[config.mk]
export PLATFORM = sky130hd
export DESIGN_NAME = lcda_ram
export DESIGN_NICKNAME = d
export VERILOG_FILES = /design/src/rtl/core/lcda_ram.sv
export SDC_FILE = /design/constraint.sdc
export NUM_CORES = 1
export LEC_CHECK = 0
export BUFFER_PORTS_ARGS = -buffer_cell sky130_fd_sc_hd__buf_2
export CAP_MARGIN = 5
export CORE_ASPECT_RATIO = 1.5
export CORE_MARGIN = 10
export CORE_UTILIZATION = 45
export DETAILED_ROUTE_END_ITERATION = 6
export GPL_TIMING_DRIVEN = 1
export PLACE_DENSITY = 0.71
export REMOVE_ABC_BUFFERS = 1
export SYNTH_ARGS = -nofsm -noshare
export SYNTH_HDL_FRONTEND = slang
export SYNTH_SLANG_ARGS = --single-unit
[constraint.sdc]
create_clock -name i_clk -period 3.3 [get_ports i_clk]
set_input_delay 0.66 -clock i_clk [delete_from_list [all_inputs] [get_ports i_clk]]
set_output_delay 0.66 -clock i_clk [all_outputs]
set_load 0.05 [all_outputs]
[src/rtl/core/lcda_ram.sv]
`timescale 1ns / 1ps
// ----------------------------------------------------------------------------
// lcda_ram
// Generic single-write, single-read RAM with registered read data.
// ----------------------------------------------------------------------------
module lcda_ram #(
    parameter int WIDTH = 32,
    parameter int DEPTH = 8
) (
    input  logic                     i_clk,
    input  logic                     i_we,
    input  logic [$clog2(DEPTH)-1:0] i_waddr,
    input  logic [WIDTH-1:0]         i_wdata,
    input  logic [$clog2(DEPTH)-1:0] i_raddr,
    output logic [WIDTH-1:0]         o_rdata
);
    logic [WIDTH-1:0] r_mem [DEPTH];

    always_ff @(posedge i_clk) begin
        if (i_we) begin
            r_mem[i_waddr] <= i_wdata;
        end
        o_rdata <= r_mem[i_raddr];
    end
endmodule

==> impl_metrics.env <==
export IMPL_outcome="finished, final reports clean"
export IMPL_worstSkewPairLatency_ps=520
export IMPL_grt_usage=0.130
export IMPL_detail_route_iter0_violations=311
export IMPL_cts_buffers=26
export IMPL_r2r_cells=2
export IMPL_fin_tns_setup_ps=0
export IMPL_design_area_mm2=0.0121
export IMPL_instances_no_fill=812
export IMPL_cap_violations=0
export IMPL_area_growth_pct=16.0
export IMPL_fin_crit_sh=0.567
export IMPL_worstSetupStartpointType="input pin"
export IMPL_fp_dieArea_mm2=0.0299
export IMPL_nets=551
export IMPL_fillers=1741
export IMPL_cts_resized=0
export IMPL_r2r_start="r_mem[3][7]"
export IMPL_slew_viol_final=0
export IMPL_fmax_ghz=0.534
export IMPL_holdWs_ps=413
export IMPL_multi_input_area_mm2=0.00207
export IMPL_power_leakage_uw=0.00411
export IMPL_cts_root_buf="clkbuf_16"
export IMPL_hold_buffers=0
export IMPL_overflow=0
export IMPL_htreeDepth=1
export IMPL_cts_clk_slew_worst_paths_ps=70
export IMPL_grtUsageMet3=0.0211
export IMPL_grt_first_pass_wirelength_um=29000
export IMPL_cts_tree="done"
export IMPL_portBuffers=71
export IMPL_place_area_mm2=0.0113
export IMPL_criticalPathCategory="in2reg"
export IMPL_met2_usage=0.240
export IMPL_via_count=4473
export IMPL_worstHoldPathType="in2reg"
export IMPL_avgSynthCellArea_um2=25.2
export IMPL_cp_max_fo=29
export IMPL_hold_viol=0
export IMPL_use_met1=0.149
export IMPL_min_period_ps=1870
export IMPL_min_to="r_mem[5][8]"
export IMPL_clockBufferDepth=3
export IMPL_tightest_slew_ps=652
export IMPL_routed_via_density=5.51
export IMPL_antenna_found_initial=2
export IMPL_dp_cells=763
export IMPL_grt_setup_unrepaired="false"
export IMPL_power_density_mw_per_mm2=639
export IMPL_regArea_mm2=0.00833
export IMPL_max_slew_margin_rel=0.564
export IMPL_routabilityCongestion=0.729
export IMPL_syn_area_mm2=0.0105
export IMPL_cts_sinks=288
export IMPL_die_x_um=145
export IMPL_ant_nets=0
export IMPL_start_util=0.456
export IMPL_drt_wl_total_um=19500
export IMPL_grt_busiest_layer="met2"
export IMPL_synth_ff_latch_count=288
export IMPL_rows=68
export IMPL_r2r_end="o_rdata[7]"
export IMPL_crit_arrival_ps=2270
export IMPL_drive_above_1_share=0.358
export IMPL_cts_setup_buffers=0
export IMPL_fp_dieH_um=207
export IMPL_drcViolationCount=0
export IMPL_drt_pass1_iterations=4
export IMPL_required_ps=3700
export IMPL_post_drt_wl_per_cell_um=24.0
export IMPL_grt_pass1_vias=4856
export IMPL_peakVddDrop_mv=0.358
export IMPL_yosys_warnings=0
export IMPL_min_from="i_wdata[8]"
export IMPL_finClkSkew_ps=6.10
export IMPL_grt_start_max_net_pins=65
export IMPL_end_kind="register"
export IMPL_rrSetupSlack_ps=1980
export IMPL_synth_cell_types=13
export IMPL_setup_violations_final=0
export IMPL_num_io_pins=72
export IMPL_syn_inst=415
export IMPL_seq_area_frac_synth=0.796
export IMPL_whs_path_depth=1
export IMPL_coreArea_mm2=0.0230
export IMPL_place_detailed_hpwl_um=11200
[worst max-delay path, cell delays in order]
cell    delay [ps]
buf_4          400
buf_12         310
mux4_1         590
mux2_2         280
[cell type report]
| class | count | share of cell area |
|---|---|---|
| Multi-Input combinational cell | 109 | 0.170 |
| Tap cell | 280 | 0.0289 |
| Clock buffer | 30 | 0.0566 |
| Sequential cell | 288 | 0.686 |
| Clock inverter | 18 | 0.0165 |
| Antenna cell | 1 | 0.000206 |
| Timing Repair Buffer | 86 | 0.0418 |
[metal layers]
layer | part of all wire | vias up | routed length (um)
met5 | 0.0011 | - | 21
li1 | - | 1973 | -
met2 | 0.56 | 84 | 10800
met4 | 0.021 | 4 | 418
met1 | 0.39 | 2382 | 7500
met3 | 0.036 | 30 | 710
[synth_stat cells]
| cell type | n | area share |
|---|---|---|
| nor3_1 | 2 | 0.00096 |
| mux4_2 | 24 | 0.052 |
| buf_2 | 6 | 0.0029 |
| mux4_1 | 40 | 0.10 |
| nor2_1 | 6 | 0.0022 |
| buf_1 | 4 | 0.0014 |
| buf_6 | 7 | 0.0075 |
| clkbuf_1 | 1 | 0.00036 |
| mux2_2 | 32 | 0.034 |
| dfxtp_1 | 32 | 0.061 |
| nand2b_1 | 3 | 0.0018 |
| nand2_1 | 2 | 0.00072 |
| edfxtp_1 | 256 | 0.73 |
[layout by cell type (no fill, tap or decap), types with 6 or more instances in the layout]
cell	Yosys	layout
buf_2	6	70
mux4_1	40	40
mux4_2	24	24
clkbuf_16	0	27
mux2_2	32	32
edfxtp_1	256	256
buf_4	0	13
nor2_4	0	6
dfxtp_1	32	32
[sequential cells by signal, indices dropped and copies added (netlist names)]
name and flops:
o_rdata 32, r_mem 256
[power breakdown]
group	leakage, uW	total, uW	internal, uW	switching, uW
clock network	0.000417	3080	1810	1270
logic	0.00109	524	186	338
registers	0.00260	4150	4120	38.0
[through the flow]
step / power, uW / utilization / setup WS, ps
detailed placement: 4770 / 0.490 / 870
global route: 8020 / 0.528 / 1370
global placement: 4750 / 0.490 / 894
CTS: 7840 / 0.528 / 1390
finish: 7760 / 0.529 / 1430
floorplan: 4540 / - / -207
[logic make-up (layout without fill, tap and decap cells)]
kind of cell,Yosys count,count (layout),synth area share
DFF,288,288,0.796
muxes,96,96,0.186
buffers and inverters,18,134,0.0122
and+or+nand+nor,13,13,0.00562
other,0,1,0
[worst max path at each step]
stage                     startpoint  slack [ps]           to
after floorplan           i_waddr[2]        -210  r_mem[0][0]
after global routing      i_raddr[0]        1370  o_rdata[14]
final                     i_raddr[0]        1430  o_rdata[14]
after CTS                 o_rdata[8]        1390   o_rdata[8]
after global placement    i_raddr[0]         890  o_rdata[14]
after detailed placement  i_raddr[0]         870  o_rdata[14]
No activity file was read; power rests on OpenSTA's default activity.
